### src/apsa_pkg.sv
// Shared types and constants for the averaged power spectrum accumulator.
`default_nettype none

package apsa_pkg;

    // Field widths
    localparam int BIN_W       = 10;
    localparam int SAMPLE_W    = 24;
    localparam int MAG_W       = 24;
    localparam int SQ_W        = 47;
    localparam int POWER_W     = 48;
    localparam int SUM_W       = 58;
    localparam int LO_W        = 32;
    localparam int HI_W        = SUM_W - LO_W;
    localparam int PROD_W      = 2 * LO_W;
    localparam int SCALE_W     = 32;
    localparam int FREQ_W      = 32;
    localparam int AMP_W       = 32;
    localparam int BINS_W      = 11;
    localparam int CFG_DATA_W  = 32;
    localparam int CFG_INDEX_W = 2;

    // Scaled sum and square root widths
    localparam int SCALED_W = SUM_W + 1;
    localparam int ROOT_W   = (SCALED_W + 1) / 2;
    localparam int REM_W    = 2 * ROOT_W;

    // Command queue between front and back
    localparam int CMD_DEPTH = 4;
    localparam int CMD_PTR_W = $clog2(CMD_DEPTH);
    localparam int CMD_CNT_W = $clog2(CMD_DEPTH + 1);

    // Register reset values
    localparam logic [BINS_W-1:0] BINS_RESET = BINS_W'(1024);

    typedef enum logic [0:0] {
        OP_ACCUM = 1'b0,
        OP_READ  = 1'b1
    } op_t;

    typedef enum logic [CFG_INDEX_W-1:0] {
        REG_BINS_IN_USE  = 2'd0,
        REG_FIRST_FREQ   = 2'd1,
        REG_AMP_SCALE    = 2'd2
    } reg_index_t;

    typedef struct packed {
        op_t                        opcode;
        logic [BIN_W-1:0]           bin;
        logic signed [SAMPLE_W-1:0] sample_re;
        logic signed [SAMPLE_W-1:0] sample_im;
    } in_t;

    typedef struct packed {
        logic [FREQ_W-1:0] freq_index;
        logic [AMP_W-1:0]  amplitude;
        logic              bin_error;
    } out_t;

    typedef struct packed {
        op_t                opcode;
        logic [BIN_W-1:0]   bin;
        logic               ok;
        logic [FREQ_W-1:0]  freq_index;
        logic [POWER_W-1:0] power;
    } cmd_t;

    typedef struct packed {
        logic [FREQ_W-1:0] freq_index;
        logic              err;
    } tag_t;

endpackage

`default_nettype wire

### src/apsa_isqrt.sv
// Pipelined integer square root, one result bit per stage.
`default_nettype none

module apsa_isqrt (
    input  wire logic                            clk,
    input  wire logic                            rst_n,
    input  wire logic                            adv,
    input  wire logic                            in_valid,
    input  wire logic [apsa_pkg::SCALED_W-1:0]   in_x,
    input  wire apsa_pkg::tag_t                  in_tag,
    output logic                                 out_valid,
    output logic [apsa_pkg::ROOT_W-1:0]          out_root,
    output apsa_pkg::tag_t                       out_tag
);
    import apsa_pkg::*;

    logic [REM_W-1:0]   rem_pipe   [ROOT_W];
    logic [ROOT_W-1:0]  root_pipe  [ROOT_W+1];
    logic               valid_pipe [ROOT_W+1];
    tag_t               tag_pipe   [ROOT_W+1];

    assign rem_pipe[0]   = REM_W'(in_x);
    assign root_pipe[0]  = '0;
    assign valid_pipe[0] = in_valid;
    assign tag_pipe[0]   = in_tag;

    for (genvar k = 0; k < ROOT_W; k++)
    begin : g_stage
        localparam int BIT = ROOT_W - 1 - k;

        logic [REM_W-1:0]  trial;
        logic              take;
        logic              valid_reg;
        logic [ROOT_W-1:0] root_reg;
        tag_t              tag_reg;

        // Try setting this root bit against the remainder
        assign trial = (REM_W'(root_pipe[k]) << (BIT + 1)) | (REM_W'(1) << (2 * BIT));
        assign take  = (rem_pipe[k] >= trial);

        always_ff @(posedge clk or negedge rst_n)
        begin
            if (!rst_n)
                valid_reg <= 1'b0;
            else if (adv)
                valid_reg <= valid_pipe[k];
        end

        always_ff @(posedge clk)
        begin
            if (adv)
            begin
                root_reg <= take ? (root_pipe[k] | (ROOT_W'(1) << BIT)) : root_pipe[k];
                tag_reg  <= tag_pipe[k];
            end
        end

        // Keep the remainder only where a later stage needs it
        if (k < ROOT_W - 1)
        begin : g_rem
            logic [REM_W-1:0] rem_reg;

            always_ff @(posedge clk)
            begin
                if (adv)
                    rem_reg <= take ? (rem_pipe[k] - trial) : rem_pipe[k];
            end

            assign rem_pipe[k+1] = rem_reg;
        end

        assign root_pipe[k+1]  = root_reg;
        assign valid_pipe[k+1] = valid_reg;
        assign tag_pipe[k+1]   = tag_reg;
    end

    assign out_valid = valid_pipe[ROOT_W];
    assign out_root  = root_pipe[ROOT_W];
    assign out_tag   = tag_pipe[ROOT_W];

endmodule

`default_nettype wire

### config.mk
export PLATFORM = sky130hd
export DESIGN_NAME = apsa_isqrt
export DESIGN_NICKNAME = d
export VERILOG_FILES = /design/src/apsa_pkg.sv /design/src/apsa_isqrt.sv
export SDC_FILE = /design/constraint.sdc
export NUM_CORES = 2
export LEC_CHECK = 0
export BUFFER_PORTS_ARGS = -buffer_cell sky130_fd_sc_hd__buf_2
export CORE_ASPECT_RATIO = 0.5
export CORE_MARGIN = 2
export CORE_UTILIZATION = 54
export DETAILED_ROUTE_END_ITERATION = 8
export PLACE_DENSITY = 0.7
export SETUP_SLACK_MARGIN = 0.2
export SYNTH_ARGS = -nofsm -noshare
export SYNTH_HDL_FRONTEND = slang
export SYNTH_SLANG_ARGS = --single-unit
### constraint.sdc
create_clock -name clk -period 5.39 [get_ports clk]
set_clock_uncertainty 0.05 [all_clocks]
set_input_delay 1.078 -clock clk [delete_from_list [all_inputs] [get_ports clk]]
set_output_delay 1.078 -clock clk [all_outputs]
set_load 0.1 [all_outputs]
; Yosys cells after proc, flatten, opt, wreduce, memory -nomap -nowiden
; Index checks and enable logic that the tools add are counted.
[classes]
add_sub_neg = 29
order_cmp = 30
muxes = 30
[ops]
columns = op, n
row1 = $mux 60, 28
row2 = $ge 60x31->1, 1
row3 = $ge 60x32->1, 1
row4 = $ge 60x33->1, 1
row5 = $ge 60x34->1, 1
row6 = $ge 60x35->1, 1
row7 = $ge 60x36->1, 1
row8 = $ge 60x37->1, 1
row9 = $ge 60x38->1, 1
row10 = $ge 60x39->1, 1
row11 = $ge 60x40->1, 1
row12 = $ge 60x41->1, 1
row13 = $ge 60x42->1, 1
row14 = $ge 60x43->1, 1
row15 = $ge 60x44->1, 1
row16 = $ge 60x45->1, 1
row17 = $ge 60x46->1, 1
row18 = $ge 60x47->1, 1
row19 = $ge 60x48->1, 1
row20 = $ge 60x49->1, 1
row21 = $ge 60x50->1, 1
row22 = $ge 60x51->1, 1
row23 = $ge 60x52->1, 1
row24 = $ge 60x53->1, 1
row25 = 38 further kinds, 38
[word_totals]
register_bits = 3660
input_bits = 96
output_inout_bits = 64

; Longest topological paths before layout
[logic_depth]
word_depth = 2
ltp_mapped = 14
depth_no_buf = 12

; Worst setup path before layout
; Ideal clock, no wire load.
[synth_path]
path_type = flip-flop to flip-flop
start = register g_stage[12].g_rem.rem_reg[47]
end = register g_stage[13].g_rem.rem_reg[53], data pin
setup_ps = 273
arrival_ps = 3231
t_required_ps = 5067
slack_ps = 1836
path_stages_with_launch = 11
path_buffers = 1
cell_sequence = edfxtp_1 -> or4_1 -> or4_4 -> or4_1 -> or3_1 -> or3_1 -> a211o_1 -> buf_6 -> o2111ai_4 -> nor4b_1 -> xor2_1
[synth_between]
elab_chain_cells = 2
word_cells_on_any_way = 3
classes_between = 1 x add/sub / 1 x order compare / 1 x mux
[synth_lines]
columns = item, line
row1 = from (decl), apsa_isqrt.sv:61  ; logic [REM_W-1:0] rem_reg;
row2 = from (signal assigned), apsa_isqrt.sv:66  ; rem_reg <= take ? (rem_pipe[k] - trial) : rem_pipe[k];
row3 = $sub 60x47->60 / $ge 60x47->1 (equally long branches), "apsa_isqrt.sv:66, apsa_isqrt.sv:39"
row4 = $mux 60 (*), apsa_isqrt.sv:66
row5 = to (signal assigned), apsa_isqrt.sv:66
row6 = to (decl), apsa_isqrt.sv:61
; Every way passes the cells marked *; elsewhere a longest branch is shown, timed or not.
; A chain may end at the register's enable or synchronous reset.

; Worst setup path after layout
[layout_path]
start = register g_stage[22].g_rem.rem_reg[42]
end = register g_stage[23].g_rem.rem_reg[56], data pin
[layout_between]
elab_chain_cells = 2
word_cells_on_any_way = 3
classes_between = 1 x add/sub / 1 x order compare / 1 x mux
[layout_lines]
columns = item, line
row1 = from (decl), apsa_isqrt.sv:61
row2 = from (signal assigned), apsa_isqrt.sv:66
row3 = $sub 60x37->60 / $ge 60x37->1 (equally long branches), "apsa_isqrt.sv:66, apsa_isqrt.sv:39"
row4 = $mux 60 (*), apsa_isqrt.sv:66
row5 = to (signal assigned), apsa_isqrt.sv:66
row6 = to (decl), apsa_isqrt.sv:61
; Marked as above.

==> metrics.txt <==
DRT antenna net count 0; fin cells approximately 13000; Rows 130; Synth area leader edfxtp_1; vias in the first global route 73000; crit path capture type flip-flop; Final Critical Period 4.44 ns; worst hold path class in2async; Synth Instances between 9000 and 10000; Critical Path Start Type flip-flop; PortBufs approximately 160; number of synthesized flops with an enable pin 3195; PwrDens 418 nW/um^2; num ports 160; layout cells sized above 1 0.0833; r2r startpoint g_stage[22].g_rem.rem_reg[42]$_DFFE_PP_; prevailing post-synth register cell edfxtp_1; global-route wire length before repair around 380000 um; Fillers 18700; status finished clean; Seq/Total Area, Yosys 0.710; library cells used by synthesis roughly 90; setup tns final 0 ns; Tightest Pin Transition 1.25 ns; die height between 300 and 400 um; CTS buffer count 288; Worst slew margin 0.161; die area 256000 um^2; Total GRT Usage 0.181; total clock sinks 3225; die width 714 um; CORE AREA 251000 um^2; drt via density 5.49; clk buf depth 4; syn_area_per_cell 14.5 um^2; dpl cells about 13000; hold slack just under 0.2 ns; worst skew pair latency around 0.87 ns; post-cts sizing count 0; DR vias 73100; gpl congestion between 0.9 and 1; grt ovf 0; hold bufs inserted after CTS 0; Required @ worst endpoint 5.92 ns; Reg clk slew, reported paths 0.07 ns; Yosys top cell area share 0.705; mapped cell area about 140000 um^2; final wirelength 234000 um; Slew Viols, Final 0; asr flop ratio synth 0.00930; GRT met2 Usage 0.315; Max FO, Critical Path 54; Critical Path AT 4.98 ns; dpl hpwl 164000 um; Largest register FFs between 1500 and 2000; gr busiest metal met2; WL/cell 17.6 um; final hold vios 0; leakage power roughly 55 nW; initial antenna violation count 1; clk root buf clkbuf_16; maximum achievable frequency ~230 MHz; max-capacitance violation count 0; crit path kind reg2reg; fin worst setup slack about 0.95 ns; largest net degree at the start of global routing slightly above 200; Yosys warnings 0; Post-CTS Setup Repair Bufs 0; cell with the most instances after synthesis edfxtp_1; Setup WS pre-CTS 0.941 ns; final net count 10300; DRT iter0 DRCs 4928; CP Launch Point g_stage[22].g_rem.rem_reg[42]$_DFFE_PP_; area added between synthesis and finish 10.5%; top post-synthesis cells by area edfxtp_1 (70%), ha_1 (4.5%), xnor2_1 (2.8%), xor2_1 (2.2%), a21oi_1 (2.1%); Synth top cells by count edfxtp_1 (3195), inv_1 (610), a21oi_1 (563); First-pass DRT Iterations 7; DRC viols 0; Synth Register Bits 3225; Final Setup Violations 0; met3 GRT Util 0.0263; grt met1 use 0.219; RSZ-0062 raised after global routing false; CTS H-tree depth 5; CTS tree yes; initial core utilization 0.543; fin crit share 0.824; Peak VDD IR 0.390 mV
stage by stage:
step | power (W) | instance area [um^2] | utilization
global placement | 0.0430 | 141000 | 0.564
finish | 0.0629 | 150000 | 0.600
detailed placement | 0.0433 | 141000 | 0.564
floorplan | 0.0402 | 136000 | -
global route | 0.0659 | 150000 | 0.600
CTS | 0.0634 | 150000 | 0.600
layout make-up:
type                       count  area (um^2)  share of cell area
sequential                  3225        96700               0.643
multi-input combinational   5356        36500               0.242
clock buffer                 363         7670              0.0510
tap                         3366         4210              0.0280
inverter                     613         2300              0.0153
timing repair buffer         255         1790              0.0119
clock inverter               143         1350             0.00894
antenna                        2         5.00           0.0000333
cells by family (layout without fill, tap and decap cells):
kind of cell             Yosys count  after routing  synth area share
AO/OA/AOI/OAI                   1586           1586            0.0720
XOR/XNOR                         768            768            0.0494
adder cells (fa/ha/maj)          491            491            0.0451
buffers and inverters            803           1374            0.0224
flip-flops                      3225           3225             0.710
multiplexers                     121            121           0.00993
other                              1              4         0.0000275
AND/OR/NAND/NOR                 2388           2388            0.0910
placed cells by master (no fill, tap or decap), drive strengths merged, types with 29 or more instances in the layout:
master	n
a211oi	44
a21o	208
a21oi	563
a31oi	35
and3	29
buf	255
clkbuf	363
clkinv	101
dfrtp	30
edfxtp	3195
ha	491
inv	626
mux2	113
nand2	480
nand2b	99
nand3	132
nand3b	29
nand4	157
nor2	558
nor2b	59
nor3	226
nor4	279
nor4b	48
o21a	82
o21ai	360
o21bai	53
o31ai	38
or2	36
or3	76
or4	56
xnor2	433
xor2	335
critical path, stage by stage, from the launching register on:
cell,delay [ns]
edfxtp_1,0.44
nor4_1,0.76
and4b_1,0.37
nor4b_1,0.59
nand3_1,0.23
or3_1,0.50
a211oi_4,0.26
buf_4,0.48
nor2_1,0.15
and4_1,0.20
xor2_1,0.14
final timing paths:
kind / to / slack [ns] / depth (start not counted)
max reg2reg: g_stage[23].g_rem.rem_reg[56]$_DFFE_PP_ / 0.95 / 10
max in group asynchronous: g_stage[3].valid_reg$_DFFE_PN0P_ / 4.66 / 1
max: g_stage[23].g_rem.rem_reg[56]$_DFFE_PP_ / 0.95 / 10
min: g_stage[27].valid_reg$_DFFE_PN0P_ / 0.19 / 1
min in group clk: g_stage[0].tag_reg[14]$_DFFE_PP_ / 0.33 / 1
min reg2reg: g_stage[3].tag_reg[15]$_DFFE_PP_ / 0.35 / 0
where the power goes:
group	internal [W]	switching (W)
combinational	0.00428	0.00597
sequential	0.0310	0.00165
clock	0.0111	0.00879
metal layers:
layer,wire [um],vias to the layer above
li1,-,36200
met1,96600,34700
met2,115000,1635
met3,8990,634
met4,13100,0
met5,0,-
(Power assumes the default switching activity.)
