$ cat src/apsa_pkg.sv
// Shared types and constants for the averaged power spectrum accumulator.
`default_nettype none

package apsa_pkg;

    // Field widths
    localparam int BIN_W       = 10;
    localparam int SAMPLE_W    = 24;
    localparam int MAG_W       = 24;
    localparam int SQ_W        = 47;
    localparam int POWER_W     = 48;
    localparam int SUM_W       = 58;
    localparam int LO_W        = 32;
    localparam int HI_W        = SUM_W - LO_W;
    localparam int PROD_W      = 2 * LO_W;
    localparam int SCALE_W     = 32;
    localparam int FREQ_W      = 32;
    localparam int AMP_W       = 32;
    localparam int BINS_W      = 11;
    localparam int CFG_DATA_W  = 32;
    localparam int CFG_INDEX_W = 2;

    // Scaled sum and square root widths
    localparam int SCALED_W = SUM_W + 1;
    localparam int ROOT_W   = (SCALED_W + 1) / 2;
    localparam int REM_W    = 2 * ROOT_W;

    // Command queue between front and back
    localparam int CMD_DEPTH = 4;
    localparam int CMD_PTR_W = $clog2(CMD_DEPTH);
    localparam int CMD_CNT_W = $clog2(CMD_DEPTH + 1);

    // Register reset values
    localparam logic [BINS_W-1:0] BINS_RESET = BINS_W'(1024);

    typedef enum logic [0:0] {
        OP_ACCUM = 1'b0,
        OP_READ  = 1'b1
    } op_t;

    typedef enum logic [CFG_INDEX_W-1:0] {
        REG_BINS_IN_USE  = 2'd0,
        REG_FIRST_FREQ   = 2'd1,
        REG_AMP_SCALE    = 2'd2
    } reg_index_t;

    typedef struct packed {
        op_t                        opcode;
        logic [BIN_W-1:0]           bin;
        logic signed [SAMPLE_W-1:0] sample_re;
        logic signed [SAMPLE_W-1:0] sample_im;
    } in_t;

    typedef struct packed {
        logic [FREQ_W-1:0] freq_index;
        logic [AMP_W-1:0]  amplitude;
        logic              bin_error;
    } out_t;

    typedef struct packed {
        op_t                opcode;
        logic [BIN_W-1:0]   bin;
        logic               ok;
        logic [FREQ_W-1:0]  freq_index;
        logic [POWER_W-1:0] power;
    } cmd_t;

    typedef struct packed {
        logic [FREQ_W-1:0] freq_index;
        logic              err;
    } tag_t;

endpackage

`default_nettype wire

$ cat src/apsa_front.sv
// Front end: takes input beats, checks the bin, squares the sample into a command.
`default_nettype none

module apsa_front #(
    parameter int NUM_BINS = 1024
) (
    input  wire logic                          clk,
    input  wire logic                          rst_n,
    input  wire logic                          accept,
    input  wire apsa_pkg::in_t                 item,
    input  wire logic [apsa_pkg::BINS_W-1:0]   bins_in_use,
    input  wire logic [apsa_pkg::FREQ_W-1:0]   first_freq_index,
    output logic                               push,
    output apsa_pkg::cmd_t                     cmd,
    output logic [1:0]                         inflight
);
    import apsa_pkg::*;

    logic                  ok_next;
    logic [FREQ_W-1:0]     freq_next;
    logic [SAMPLE_W-1:0]   raw_re;
    logic [SAMPLE_W-1:0]   raw_im;
    logic [MAG_W-1:0]      mag_re_next;
    logic [MAG_W-1:0]      mag_im_next;
    logic [2*MAG_W-1:0]    prod_re;
    logic [2*MAG_W-1:0]    prod_im;

    logic                  f1_valid_reg;
    op_t                   f1_op_reg;
    logic [BIN_W-1:0]      f1_bin_reg;
    logic                  f1_ok_reg;
    logic [FREQ_W-1:0]     f1_freq_reg;
    logic [MAG_W-1:0]      f1_mag_re_reg;
    logic [MAG_W-1:0]      f1_mag_im_reg;

    logic                  f2_valid_reg;
    op_t                   f2_op_reg;
    logic [BIN_W-1:0]      f2_bin_reg;
    logic                  f2_ok_reg;
    logic [FREQ_W-1:0]     f2_freq_reg;
    logic [SQ_W-1:0]       f2_sq_re_reg;
    logic [SQ_W-1:0]       f2_sq_im_reg;

    // Classify the bin and form the absolute frequency index
    assign ok_next = (BINS_W'(item.bin) < bins_in_use) && (32'(item.bin) < 32'(NUM_BINS));
    assign freq_next = first_freq_index + FREQ_W'(item.bin);

    // Take magnitudes; the most negative value maps to 2^23
    assign raw_re = item.sample_re;
    assign raw_im = item.sample_im;
    assign mag_re_next = raw_re[SAMPLE_W-1] ? MAG_W'(~raw_re + 24'd1) : raw_re;
    assign mag_im_next = raw_im[SAMPLE_W-1] ? MAG_W'(~raw_im + 24'd1) : raw_im;

    // Square each part
    assign prod_re = (2*MAG_W)'(f1_mag_re_reg) * (2*MAG_W)'(f1_mag_re_reg);
    assign prod_im = (2*MAG_W)'(f1_mag_im_reg) * (2*MAG_W)'(f1_mag_im_reg);

    // Advance stage valids
    always_ff @(posedge clk or negedge rst_n)
    begin
        if (!rst_n)
        begin
            f1_valid_reg <= 1'b0;
            f2_valid_reg <= 1'b0;
        end
        else
        begin
            f1_valid_reg <= accept;
            f2_valid_reg <= f1_valid_reg;
        end
    end

    // Capture stage payloads
    always_ff @(posedge clk)
    begin
        if (accept)
        begin
            f1_op_reg     <= item.opcode;
            f1_bin_reg    <= item.bin;
            f1_ok_reg     <= ok_next;
            f1_freq_reg   <= freq_next;
            f1_mag_re_reg <= mag_re_next;
            f1_mag_im_reg <= mag_im_next;
        end
        if (f1_valid_reg)
        begin
            f2_op_reg    <= f1_op_reg;
            f2_bin_reg   <= f1_bin_reg;
            f2_ok_reg    <= f1_ok_reg;
            f2_freq_reg  <= f1_freq_reg;
            f2_sq_re_reg <= SQ_W'(prod_re);
            f2_sq_im_reg <= SQ_W'(prod_im);
        end
    end

    // Hand the command to the queue
    assign push = f2_valid_reg;
    always_comb
    begin
        cmd.opcode     = f2_op_reg;
        cmd.bin        = f2_bin_reg;
        cmd.ok         = f2_ok_reg;
        cmd.freq_index = f2_freq_reg;
        cmd.power      = POWER_W'(f2_sq_re_reg) + POWER_W'(f2_sq_im_reg);
    end

    assign inflight = {1'b0, f1_valid_reg} + {1'b0, f2_valid_reg};

endmodule

`default_nettype wire

$ cat config.mk
export PLATFORM = sky130hd
export DESIGN_NAME = apsa_front
export DESIGN_NICKNAME = d
export VERILOG_FILES = /design/src/apsa_pkg.sv /design/src/apsa_front.sv
export SDC_FILE = /design/constraint.sdc
export NUM_CORES = 2
export LEC_CHECK = 0
export ABC_AREA = 1
export BUFFER_PORTS_ARGS = -buffer_cell sky130_fd_sc_hd__buf_4
export CAP_MARGIN = 20
export CORE_MARGIN = 2
export CORE_UTILIZATION = 42
export DETAILED_ROUTE_END_ITERATION = 10
export PLACE_DENSITY = 0.61
export SLEW_MARGIN = 20
export SYNTH_ARGS = -nofsm -noshare
export SYNTH_HDL_FRONTEND = slang
export SYNTH_SLANG_ARGS = --single-unit
$ cat constraint.sdc
create_clock -name clk -period 6.6 [get_ports clk]
set_clock_uncertainty 0.2 [all_clocks]
set_input_delay 0.66 -clock clk [delete_from_list [all_inputs] [get_ports clk]]
set_output_delay 0.66 -clock clk [all_outputs]
set_load 0.01 [all_outputs]
**Yosys cells after proc, flatten, opt, wreduce, memory -nomap -nowiden**

Cells that the tools add are included.

- Register bits after elaboration: 232

- Mux-type cells: 2
- $add $sub $neg: 5
- Multiply operators: 2
- Magnitude comparators: 1
- Bitwise operators: 2

Operator list:

| operator | number |
|---|---|
| $mul 24x24->47 | 2 |
| $add 24x1->24 const B | 2 |
| $add 47x47->48 | 1 |
| $not 24->24 | 2 |
| $mux 23 | 2 |
| $add 32x10->32 | 1 |
| $lt 10x11->1 | 1 |
| $add 1x1->2 | 1 |

**Longest topological paths before layout**

- Word-level depth: 3
- Depth in mapped cells: 29

**Worst setup path after synthesis**

OpenSTA, ideal clock, no wires.

- Path type: register to register
- Start point: register f1_mag_re_reg[2]
- End point: register f2_sq_re_reg[34] (data pin)
- Cell stages (with the launch flop): 27
- Arrival: 5.759 ns
- Path slack: 0.388 ns
- Cells stage by stage: edfxtp_1 > clkbuf_1 > nand2_1 > fa_1 > inv_1 > fa_1 > inv_1 > fa_1 > inv_1 > fa_1 > inv_1 > fa_1 > inv_1 > fa_1 > inv_1 > fa_1 > inv_1 > ha_1 > nand2_1 > nor2_2 > nand2_1 > nor2_1 > nand2_1 > nand3_2 > nand2_1 > nand3_1 > nand2_1

- Longest elaborated chain between the ends: 1

Ends and longest elaborated chain:

| item | line | RTL |
|---|---|---|
| start, declared | apsa_front.sv:33 | `logic [MAG_W-1:0] f1_mag_re_reg;` |
| start signal, assigned | apsa_front.sv:82 | `f1_mag_re_reg <= mag_re_next;` |
| $mul 24x24->47 | apsa_front.sv:55 | `assign prod_re = (2*MAG_W)'(f1_mag_re_reg) * (2*MAG_W)'(f1_mag_re_reg);` |
| via prod_re[34] | apsa_front.sv:25 | `logic [2*MAG_W-1:0] prod_re;` |
| end signal, assigned | apsa_front.sv:91 | `f2_sq_re_reg <= SQ_W'(prod_re);` |
| end, declared | apsa_front.sv:41 | `logic [SQ_W-1:0] f2_sq_re_reg;` |

The timed path passes the listed nets, and every way through them passes these cells.
A chain may end at the register's enable or synchronous reset.

**Worst setup path after layout**

- Start point: register f1_mag_re_reg[5]
- End point: register f2_sq_re_reg[43] (data pin)

The elaborated chain is that of the path after synthesis.

==> impl_results.md <==
- Outcome: complete, no violations
- CTS sink count: 230
- Startpoint Class: flip-flop
- Die X: 342.2 um
- Period utilisation layout: 96.23%
- Root Driver: clkbuf_16
- Crit path max-delay family: adder cells
- FF-to-FF Start: f1_mag_re_reg[5]$_DFFE_PP_
- Final Setup Violations: 0
- Worst r2r dst: f2_sq_re_reg[43]$_DFFE_PP_
- Final Critical Period: 6.351 ns
- Commonest cells in the netlist: 1937 x inv_1, 1651 x nand2_1, 845 x fa_1, 412 x ha_1, 271 x nor2_1
- XOR/XNOR share of the synthesized area: 2.790%
- CTS tree: done
- Antenna cells: 0
- Number of max-cap violations: 0
- ANT nets after route: 0
- Post-synthesis mux area share: 0%
- HPWL after DPL: 105700 um
- CP Cell Sequence: buf_12 > nand2_1 > inv_1 > fa_1 > fa_1 > inv_1 > fa_1 > inv_1 > fa_1 > fa_1 > fa_1 > inv_1 > fa_1 > inv_1 > ha_1 > nand2_1 > nor2_2 > nand2_1 > nor2_1 > nand2_1 > nand3_2 > nand2_1 > nand3_1 > nand2_1
- Largest family of logic cells by synthesized area: adder cells
- Largest cells by area after synthesis: fa_1 35%, inv_1 15%, edfxtp_1 14%, nand2_1 13%, ha_1 11%
- Most frequent cell after synthesis: inv_1
- Routed via count: 36700
- Simple-gate share of the synthesized area: 18.67%
- Max Freq: 157.5 MHz
- Worst-margin pin slew: 0.7194 ns
- Flop2flop setup slack: 0.25 ns
- Hold path startpoint: item[56]
- First-pass GRT wire length: 199000 um
- Synth Flop Type: edfxtp_1
- CP max FO: 12
- Largest net degree at the start of global routing: 53
- Number of global-route vias before repair: 38110
- Synth Register Bits: 230
- I/O Pins: 200
- Yosys Warn Count: 0
- # nets final: 7779
- Wirelength, routed: 122200 um
- WL per Instance: 15.37 um
- Total CTS buffers: 30
- Largest area contributor in the netlist: fa_1
- Latest clock arrival within the worst-skew pair: 0.63 ns
- Post-Syn Area: 48030 sq um
- GPL Wtd Cong: 0.9076
- # DRC: 0
- Data required, critical path: 6.78 ns
- Area Growth Syn to Fin: 13.33%
- Post-synth EDFFs: 228
- Library cells used by synthesis: 43
- DP Area: 52550 sq um
- Syn_nets: 7444
- Synth Instances: 6082
- Clk buf depth: 3
- Async SR Flop Fraction: 0.8696%
- Final Hold Vio Count: 0
- Synth Area per Inst: 7.898 sq um
- Gr usage total: 21.39%
- Vias per inst: 4.615
- Hold Crit Endpoint: f1_bin_reg[8]$_DFFE_PP_
- Final Instance Area: 54440 sq um
- Critical Path Slowest Stage Cell: fa_1
- Initial drt markers: 1888
- CP Buf/Inv Count: 6
- Synth top area share: 35.22%
- Compound-Gate Fraction of Synth Area: 2.243%
- Min-Delay Path Depth: 1
- Slew Limit Headroom: 52.04%
- Worst Reg-to-Reg Cells: 24
- Initial Util: 42.18%
- Initial antenna violation count: 2
- Critical Path Stages: 24
- Max stage delay on crit path: 0.54 ns
- Synth Area in Adders: 45.95%
- Setup CP Type: flip-flop to flip-flop
- Row count: 124
- Port Buf Inserts: 199
- Reg clk slew, reported paths: 0.08 ns
- Share of cells above drive strength 1: 9.689%
- Arrival @ worst endpoint: 6.53 ns
- Sequential area share after synthesis: 14.36%
- CORE AREA: 113900 sq um
- Die area: 117100 sq um
- TritonRoute pass-1 iters: 5
- GR Overflow Total: 0
- RSZ-0062 raised after global routing: yes
- CP Capture Type: flip-flop
- Most common cell on crit path: fa_1
- H-tree Lvls: 1
- Worst hold path class: input port to flip-flop
- Final count of pins violating max slew: 0
- Die Height: 342.2 um
worst max path at each step:
stage	start	to	slack, ns
2_1_floorplan	f1_mag_re_reg[2]$_DFFE_PP_	f2_sq_re_reg[34]$_DFFE_PP_	0.39
3_3_place_gp	f1_mag_re_reg[15]$_DFFE_PP_	f2_sq_re_reg[39]$_DFFE_PP_	-0.08
3_5_place_dp	f1_mag_re_reg[15]$_DFFE_PP_	f2_sq_re_reg[39]$_DFFE_PP_	-0.13
4_1_cts	f1_mag_re_reg[20]$_DFFE_PP_	f2_sq_re_reg[39]$_DFFE_PP_	0.02
5_1_grt	f1_mag_re_reg[0]$_DFFE_PP_	f2_sq_re_reg[35]$_DFFE_PP_	-0.02
6_report	f1_mag_re_reg[5]$_DFFE_PP_	f2_sq_re_reg[43]$_DFFE_PP_	0.25
cells in the final DEF (no fill, tap or decap), types with 8 or more instances in the layout:
cell,n
o21bai_1,16
nor2_4,17
ha_2,10
o21ai_0,30
buf_4,359
nand4_1,24
a21oi_2,14
buf_12,29
ha_1,397
a21oi_1,103
nor3_1,22
nand3_2,23
and2_1,8
edfxtp_1,228
nor2_1,246
nand2_1,1622
nor2_2,35
fa_1,843
nand3b_1,13
xor2_1,112
nor4_1,10
a31oi_1,11
nand2_2,43
inv_1,1934
buf_6,12
nand3_1,115
xnor2_1,41
clkbuf_16,35
cell families (layout without fill, tap and decap cells):
family	after synthesis	count (layout)
and+or+nand+nor	2204	2204
DFF	230	230
xor gates and xnor gates	153	153
buffers and inverters	2044	2402
adders and majority gates	1257	1257
AOI/OAI and AO/OA	194	194
final cells by class:
class / instances / area (sq um)
fill: 11380 / 59440
multi-input combinational: 3808 / 33830
inverter: 1939 / 7278
sequential: 230 / 6900
timing repair buffer: 408 / 3551
tap: 1512 / 1892
clock buffer: 36 / 794.5
clock inverter: 19 / 195.2
timing repair:
action	in CTS	in global routing
endpoints found under the setup margin	22	57
buffers inserted	3	35
gates cloned	0	4
hold buffers	4	0
endpoints found under the hold margin	5	0
pin swaps	0	19
resized for setup	1	120
metal layers:
layer | global-route usage, % | wire (um)
met1 | 29.48 | 54600
met2 | 36.41 | 58290
met3 | 2.386 | 6704
met4 | 4.368 | 2623
met5 | 0 | 13
through the flow:
step / setup WS [ns] / TNS [ns] / utilization [%] / instances / hold WS [ns]
finish: 0.2491 / 0 / 47.80 / 7952 / 0.04958
global route: -0.02162 / -0.08803 / 47.80 / 7952 / 0.01899
CTS: 0.01969 / 0 / 47.07 / 7913 / 0.003174
detailed placement: -0.1267 / -1.015 / 46.14 / 7851 / 0.2045
global placement: -0.07784 / -0.3813 / 46.14 / 7851 / 0.2019
floorplan: 0.3883 / 0 / - / 6082 / 0.1644
Power is not shown: default switching activity piles up to over one toggle a cycle in this logic, so the estimate is an artifact.
