<file path="src/apsa_pkg.sv">
// Shared types and constants for the averaged power spectrum accumulator.
`default_nettype none

package apsa_pkg;

    // Field widths
    localparam int BIN_W       = 10;
    localparam int SAMPLE_W    = 24;
    localparam int MAG_W       = 24;
    localparam int SQ_W        = 47;
    localparam int POWER_W     = 48;
    localparam int SUM_W       = 58;
    localparam int LO_W        = 32;
    localparam int HI_W        = SUM_W - LO_W;
    localparam int PROD_W      = 2 * LO_W;
    localparam int SCALE_W     = 32;
    localparam int FREQ_W      = 32;
    localparam int AMP_W       = 32;
    localparam int BINS_W      = 11;
    localparam int CFG_DATA_W  = 32;
    localparam int CFG_INDEX_W = 2;

    // Scaled sum and square root widths
    localparam int SCALED_W = SUM_W + 1;
    localparam int ROOT_W   = (SCALED_W + 1) / 2;
    localparam int REM_W    = 2 * ROOT_W;

    // Command queue between front and back
    localparam int CMD_DEPTH = 4;
    localparam int CMD_PTR_W = $clog2(CMD_DEPTH);
    localparam int CMD_CNT_W = $clog2(CMD_DEPTH + 1);

    // Register reset values
    localparam logic [BINS_W-1:0] BINS_RESET = BINS_W'(1024);

    typedef enum logic [0:0] {
        OP_ACCUM = 1'b0,
        OP_READ  = 1'b1
    } op_t;

    typedef enum logic [CFG_INDEX_W-1:0] {
        REG_BINS_IN_USE  = 2'd0,
        REG_FIRST_FREQ   = 2'd1,
        REG_AMP_SCALE    = 2'd2
    } reg_index_t;

    typedef struct packed {
        op_t                        opcode;
        logic [BIN_W-1:0]           bin;
        logic signed [SAMPLE_W-1:0] sample_re;
        logic signed [SAMPLE_W-1:0] sample_im;
    } in_t;

    typedef struct packed {
        logic [FREQ_W-1:0] freq_index;
        logic [AMP_W-1:0]  amplitude;
        logic              bin_error;
    } out_t;

    typedef struct packed {
        op_t                opcode;
        logic [BIN_W-1:0]   bin;
        logic               ok;
        logic [FREQ_W-1:0]  freq_index;
        logic [POWER_W-1:0] power;
    } cmd_t;

    typedef struct packed {
        logic [FREQ_W-1:0] freq_index;
        logic              err;
    } tag_t;

endpackage

`default_nettype wire

</file>
<file path="src/apsa_fifo.sv">
// Short show-ahead command queue between the front and back ends.
`default_nettype none

module apsa_fifo (
    input  wire logic                            clk,
    input  wire logic                            rst_n,
    input  wire logic                            wr,
    input  wire apsa_pkg::cmd_t                  wdata,
    input  wire logic                            rd,
    output apsa_pkg::cmd_t                       rdata,
    output logic                                 empty,
    output logic                                 full,
    output logic [apsa_pkg::CMD_CNT_W-1:0]       count
);
    import apsa_pkg::*;

    cmd_t                   slot_reg [CMD_DEPTH];
    logic [CMD_PTR_W-1:0]   wr_ptr_reg;
    logic [CMD_PTR_W-1:0]   rd_ptr_reg;
    logic [CMD_CNT_W-1:0]   count_reg;
    logic [CMD_PTR_W-1:0]   wr_ptr_next;
    logic [CMD_PTR_W-1:0]   rd_ptr_next;

    assign wr_ptr_next = (wr_ptr_reg == CMD_PTR_W'(CMD_DEPTH - 1)) ? '0 : wr_ptr_reg + 1'b1;
    assign rd_ptr_next = (rd_ptr_reg == CMD_PTR_W'(CMD_DEPTH - 1)) ? '0 : rd_ptr_reg + 1'b1;

    // Advance pointers and occupancy
    always_ff @(posedge clk or negedge rst_n)
    begin
        if (!rst_n)
        begin
            wr_ptr_reg <= '0;
            rd_ptr_reg <= '0;
            count_reg  <= '0;
        end
        else
        begin
            if (wr)
                wr_ptr_reg <= wr_ptr_next;
            if (rd)
                rd_ptr_reg <= rd_ptr_next;
            if (wr && !rd)
                count_reg <= count_reg + 1'b1;
            else if (rd && !wr)
                count_reg <= count_reg - 1'b1;
        end
    end

    // Store the incoming command
    always_ff @(posedge clk)
    begin
        if (wr)
            slot_reg[wr_ptr_reg] <= wdata;
    end

    assign rdata = slot_reg[rd_ptr_reg];
    assign empty = (count_reg == '0);
    assign full  = (count_reg == CMD_CNT_W'(CMD_DEPTH));
    assign count = count_reg;

endmodule

`default_nettype wire

</file>
<file path="config.mk">
export PLATFORM = sky130hd
export DESIGN_NAME = apsa_fifo
export DESIGN_NICKNAME = d
export VERILOG_FILES = /design/src/apsa_pkg.sv /design/src/apsa_fifo.sv
export SDC_FILE = /design/constraint.sdc
export NUM_CORES = 1
export LEC_CHECK = 0
export BUFFER_PORTS_ARGS = -buffer_cell sky130_fd_sc_hd__buf_4
export CAP_MARGIN = 10
export CORE_ASPECT_RATIO = 1.75
export CORE_MARGIN = 1
export CORE_UTILIZATION = 38
export CTS_BUF_LIST = sky130_fd_sc_hd__clkbuf_8
export DETAILED_ROUTE_END_ITERATION = 16
export MAX_ROUTING_LAYER = met4
export SLEW_MARGIN = 10
export SYNTH_ARGS = -nofsm -noshare
export SYNTH_HDL_FRONTEND = slang
export SYNTH_SLANG_ARGS = --single-unit
</file>
<file path="constraint.sdc">
create_clock -name clk -period 10.15 [get_ports clk]
set_input_delay 0.5075 -clock clk [delete_from_list [all_inputs] [get_ports clk]]
set_output_delay 0.5075 -clock clk [all_outputs]
set_load 0.01 [all_outputs]
</file>
# Yosys cells after proc, flatten, opt, wreduce, memory -nomap -nowiden
# Memory sizes are Yosys's and may differ from the RTL's.
# Index checks and enable logic that the tools add are counted.
# totals
register_bits	7
ramBits	368
input_bits	96
out_inout_bits	97
wordCells	23
mem_count	1
# mem_list
name	depth	word_bits	read_ports	rd_ports_with_merged_regs	write_ports	line	text
slot_reg	4	92	1	0	1	apsa_fifo.sv:17	cmd_t slot_reg [CMD_DEPTH];
# op_classes
n_addsub	4
eq_ne	3
muxes	6
reduce_logical	6
# ops
op	n
two-way mux 3 bit	2
adder 2 x 1 -> 2 bit (second input constant)	2
== test 2 bit (second input constant)	2
two-way mux 2 bit	2
adder 3 x 1 -> 3 bit (second input constant)	1
== test 3 bit (second input constant)	1
logical NOT 3 bit	1
subtractor 3 x 1 -> 3 bit (second input constant)	1
logical AND 1 bit	2
logical NOT 1 bit	2
two-way mux 1 bit	2
nonzero test 2 bit	1

# Longest topological paths before layout
# depth
word_depth	4
ltp_mapped	7
mapped_depth_nobuf	7

# Worst setup path after synthesis
# OpenSTA, ideal clock, no wires.
# synth_path
path_kind	register to register
startpoint	register wr_ptr_reg[0]
endpoint	memory slot_reg[2][0] in the netlist's numbering (enable)
setup_time_ns	0.461
t_arrival_ns	2.755
t_required_ns	9.689
slack_ns	6.934
path_stages_with_launch	4
path_buffers	0
period_less_slack_ns	3.216
path_cell_list	dfrtp_1 > inv_1 > ha_1 > and2_1
# synth_lines
item	line	text
start: declaration	apsa_fifo.sv:18	logic [CMD_PTR_W-1:0] wr_ptr_reg;
start signal: assignment	apsa_fifo.sv:39	wr_ptr_reg <= wr_ptr_next;
end: declaration	apsa_fifo.sv:17	
# No word-level cell before the write port.

==> impl_table.tex <==
\begin{tabular}{lr}
\hline
Metric & Value \\
\hline
\multicolumn{2}{l}{\textbf{Die}} \\
\quad I/O pin cnt & 193 \\
\quad Die width & about 150 microns \\
\quad Overall die area & between 30,000 and 40,000 sq um \\
\quad Area inside the core boundary & 35,400 sq um \\
\quad Die boundary height & 254 microns \\
\quad Initial Utilization & 38.8\% \\
\quad Cell row count & slightly above 90 \\
\multicolumn{2}{l}{\textbf{CTS}} \\
\quad Number of buffers added by the clock tree synthesis step & 55 \\
\quad Number of buffers inserted by post-CTS setup repair & 0 \\
\quad Maximum count of clock buffers along a single path & 3 \\
\quad Cell at the root of the clock tree & sky130\_fd\_sc\_hd\_\_clkbuf\_8 \\
\quad Worst-skew pair later-pin latency & 580 ps \\
\quad CTS tree & done \\
\quad Clock Pin Slew Worst Setup and Hold Paths & 60 ps \\
\quad Max H-tree Level & 2 \\
\quad Number of sinks handled by clock tree synthesis & between 300 and 400 \\
\multicolumn{2}{l}{\textbf{Power and ir drop}} \\
\quad Share of total power in combinational logic & 29.3\% \\
\quad IR Drop Worst-Case VDD & roughly 0.14 mV \\
\quad Switching Fraction & 29.0\% \\
\quad Power spent charging and discharging nets & approximately 1.3 mW \\
\quad Leakage component of the power & 5.69 nW \\
\quad Internal Power & 3.28 mW \\
\quad Clock power frac & 24.5\% \\
\quad Share of total power in sequential cells & 46.2\% \\
\quad Power per unit of standard cell area & 277 nW/um\^{}2 \\
\multicolumn{2}{l}{\textbf{Critical path}} \\
\quad Critical path start-end classification & reg -> out \\
\quad Worst endpoint data arrival time & 3430 ps \\
\quad Most frequent cell on the critical path & sky130\_fd\_sc\_hd\_\_buf\_4 \\
\quad Cell family with most CP delay & flip-flops \\
\quad Crit. End Element & primary output \\
\quad Crit path buf inv count & 2 \\
\quad Category of the worst setup path launch point & register \\
\quad Crit path required time & 9640 ps \\
\quad Slowest CP cell & sky130\_fd\_sc\_hd\_\_dfrtp\_4 \\
\quad Maximum fanout along the worst path & 53 \\
\quad Crit-path max cell delay & about 1100 ps \\
\quad Series of cell instances along the critical path & buf\_4, mux4\_2, buf\_4 \\
\multicolumn{2}{l}{\textbf{Layout}} \\
\quad Share of cells above drive strength 1 & around 47\% \\
\quad Relative area change from synthesis to final layout & 21.2\% \\
\quad Final Instance Count excl. Fillers & 1,263 \\
\quad Count of nets after finishing & 856 \\
\quad End-of-flow core utilization & 47.1\% \\
\quad Max reg flops & 368 \\
\multicolumn{2}{l}{\textbf{Timing}} \\
\quad RSZ-0062 raised after global routing & false \\
\quad Max frequency & around 0.25 GHz \\
\quad Fin. max-slew vios & 0 \\
\quad Hold Violations, Final & 0 \\
\quad Final count of negative-setup-slack endpoints & 0 \\
\quad Crit path time final & 3940 ps \\
\quad Normalized max-slew margin & 27.8\% \\
\quad Least-Margin Pin Slew & 1080 ps \\
\quad Sum of negative setup slack & 0 ps \\
\quad Final period util & between 30\% and 40\% \\
\quad Maximum clock skew at final layout & 13.7 ps \\
\multicolumn{2}{l}{\textbf{Global route}} \\
\quad Pin count of the biggest net entering global routing & 67 \\
\quad First-pass GRT wire length & 41.7 mm \\
\quad Number of antenna violations at the first check in global routing & 4 \\
\quad Vias in the first global route & around 7,300 \\
\quad Global-route total usage across every layer & 15.7\% \\
\quad GRT Residual Overflow & 0 \\
\multicolumn{2}{l}{\textbf{Route}} \\
\quad Number of vias after detailed routing & 6,250 \\
\quad Number of remaining DRC errors & 0 \\
\quad Initial DRC Count & 270 \\
\quad Via density per instance & 4.95 \\
\quad Routed WL per cell & 21.7 microns \\
\quad Count of TritonRoute iterations in the first routing pass & 4 \\
\quad Overall routed net length & 27.4 mm \\
\quad Count of antenna-violating nets left after detailed routing & 0 \\
\multicolumn{2}{l}{\textbf{Placed design}} \\
\quad RD Place Congestion & 0.704 \\
\quad HPWL after DPL & 16.2 mm \\
\quad Number of cells after detailed placement & 1,160 \\
\quad Number of buffers added on ports & roughly 190 \\
\multicolumn{2}{l}{\textbf{Synthesis}} \\
\quad Share of the synthesized area in the top cell type & 80.4\% \\
\quad Synthesized flop and latch total & about 380 \\
\quad Largest cells by area after synthesis & sky130\_fd\_sc\_hd\_\_edfxtp\_1, sky130\_fd\_sc\_hd\_\_mux4\_2, sky130\_fd\_sc\_hd\_\_dfrtp\_1 \\
\quad Syn Nets & approximately 620 \\
\quad Mean post-synth cell area & 26.5 sq um \\
\quad Synthesized netlist cell count & 518 \\
\quad Synthesized cell area & 13,800 sq um \\
\quad YS warnings & 0 \\
\quad Sequential fraction of the synthesis area & around 82\% \\
\quad Yosys cell types & 21 \\
\quad Library cell with the largest summed area after synthesis & sky130\_fd\_sc\_hd\_\_edfxtp\_1 \\
\multicolumn{2}{l}{\textbf{Run status}} \\
\quad Outcome & finished clean \\
\multicolumn{2}{l}{\textbf{Run}} \\
\quad Max Cap Viol & 0 \\
\multicolumn{2}{l}{\textbf{Worst hold path}} \\
\quad Hold/Removal Path Class & in -> reg \\
\hline
\end{tabular}
## worst register-to-register path, delay by kind of cell, from the launching register on
family        cells  cell delay [ps]
flops             1              410
fa+ha+maj         1              160
buf+inv           2              860
simple gates      1              640
## power by group through the flow
stage	clock network [mW]	registers (mW)	logic (mW)
final	1.13	2.14	1.35
after global routing	1.23	2.17	1.45
after CTS	1.17	2.15	1.40
after detailed placement	0	2.18	1.39
after global placement	0	2.16	1.37
after floorplan	0	2.08	0.899
## metrics by stage
stage / hold slack (ps) / cell area (sq um) / total power [mW] / setup WS [ps]
3_5_place_dp: 339 / 15600 / 3.57 / 6670
5_1_grt: 77.4 / 16700 / 4.85 / 5870
3_3_place_gp: 333 / 15600 / 3.53 / 6720
6_report: 114 / 16700 / 4.62 / 6210
4_1_cts: 57.1 / 16700 / 4.72 / 6000
2_1_floorplan: 212 / 13800 / 2.98 / 6930
## cell type report
class | count | area, sq um
fill | 2940 | 18700
sequential | 375 | 11200
multi-input combinational | 118 | 2300
timing repair buffer | 199 | 1500
clock buffer | 55 | 757
tap | 465 | 582
clock inverter | 43 | 270
inverter | 4 | 15.0
antenna | 4 | 10.0
## routing by layer
metal  wire length [microns]  global-route usage [%]
met3                    1450                    3.59
met2                   15500                    29.3
met1                    9630                    15.5
met5                       0                       -
met4                     827                    6.47
## cells by family (layout without fill, tap and decap cells)
group           after synthesis  count (layout)  share of synthesized area, %
compound gates                2               2                        0.0728
xor+xnor                      3               3                         0.191
fa+ha+maj                     7               7                         0.692
buf+inv                      25             301                          1.68
flops                       375             375                          81.6
mux                          95              95                          15.3
other cells                   0               4                             0
simple gates                 11              11                         0.409
## synthesized netlist by cell type
master                     number
sky130_fd_sc_hd__mux2_2         3
sky130_fd_sc_hd__dfrtp_1        7
sky130_fd_sc_hd__buf_12         6
sky130_fd_sc_hd__and2_1         4
sky130_fd_sc_hd__inv_1          4
sky130_fd_sc_hd__clkbuf_1       2
sky130_fd_sc_hd__buf_2          8
sky130_fd_sc_hd__fa_1           1
sky130_fd_sc_hd__nand2_1        2
sky130_fd_sc_hd__buf_4          3
sky130_fd_sc_hd__edfxtp_1     368
sky130_fd_sc_hd__buf_8          1
sky130_fd_sc_hd__xnor2_1        1
sky130_fd_sc_hd__o21ai_0        2
sky130_fd_sc_hd__buf_6          1
sky130_fd_sc_hd__nor3b_1        1
sky130_fd_sc_hd__ha_1           6
sky130_fd_sc_hd__xor2_1         2
sky130_fd_sc_hd__nor2_1         3
sky130_fd_sc_hd__mux4_2        92
sky130_fd_sc_hd__nor3_1         1
## timing repair
action | 4_1_cts | 5_1_grt
resized for setup | 0 | 0
endpoints found under the setup margin | 0 | 0
hold buffers | 1 | 0
endpoints found under the hold margin | 7 | 0
## worst paths after layout
check                              start              end  slack, ps  cells past startpoint
max in group asynchronous          rst_n    rd_ptr_reg[0]       9710                      2
max reg2reg                wr_ptr_reg[0]  slot_reg[2][55]       7670                      4
min in group asynchronous          rst_n    rd_ptr_reg[1]        280                      2
min reg2reg                     count[2]         count[2]        540                      1
min                            wdata[85]  slot_reg[0][85]        110                      1
max                        rd_ptr_reg[0]        rdata[53]       6210                      3
## layout by cell type, fill, tap and decap left out
master / Yosys / final
sky130_fd_sc_hd__clkbuf_8: 0 / 55
sky130_fd_sc_hd__dfrtp_4: 0 / 2
sky130_fd_sc_hd__nand2_1: 2 / 2
sky130_fd_sc_hd__bufinv_16: 0 / 3
sky130_fd_sc_hd__dlygate4sd3_1: 0 / 1
sky130_fd_sc_hd__inv_1: 4 / 18
sky130_fd_sc_hd__nor3b_1: 1 / 1
sky130_fd_sc_hd__o21ai_0: 2 / 2
sky130_fd_sc_hd__nor3_1: 1 / 1
sky130_fd_sc_hd__edfxtp_1: 368 / 368
sky130_fd_sc_hd__xor2_1: 2 / 2
sky130_fd_sc_hd__clkinvlp_4: 0 / 5
sky130_fd_sc_hd__ha_1: 6 / 6
sky130_fd_sc_hd__clkinv_1: 0 / 12
sky130_fd_sc_hd__clkinv_2: 0 / 9
sky130_fd_sc_hd__dfrtp_1: 7 / 5
sky130_fd_sc_hd__buf_4: 3 / 198
sky130_fd_sc_hd__mux2_2: 3 / 3
sky130_fd_sc_hd__xnor2_1: 1 / 1
sky130_fd_sc_hd__fa_1: 1 / 1
sky130_fd_sc_hd__mux4_2: 92 / 92
sky130_fd_sc_hd__nor2_1: 3 / 3
sky130_fd_sc_hd__and2_4: 0 / 4
sky130_fd_sc_hd__diode_2: 0 / 4
(Power assumes the default switching activity.)
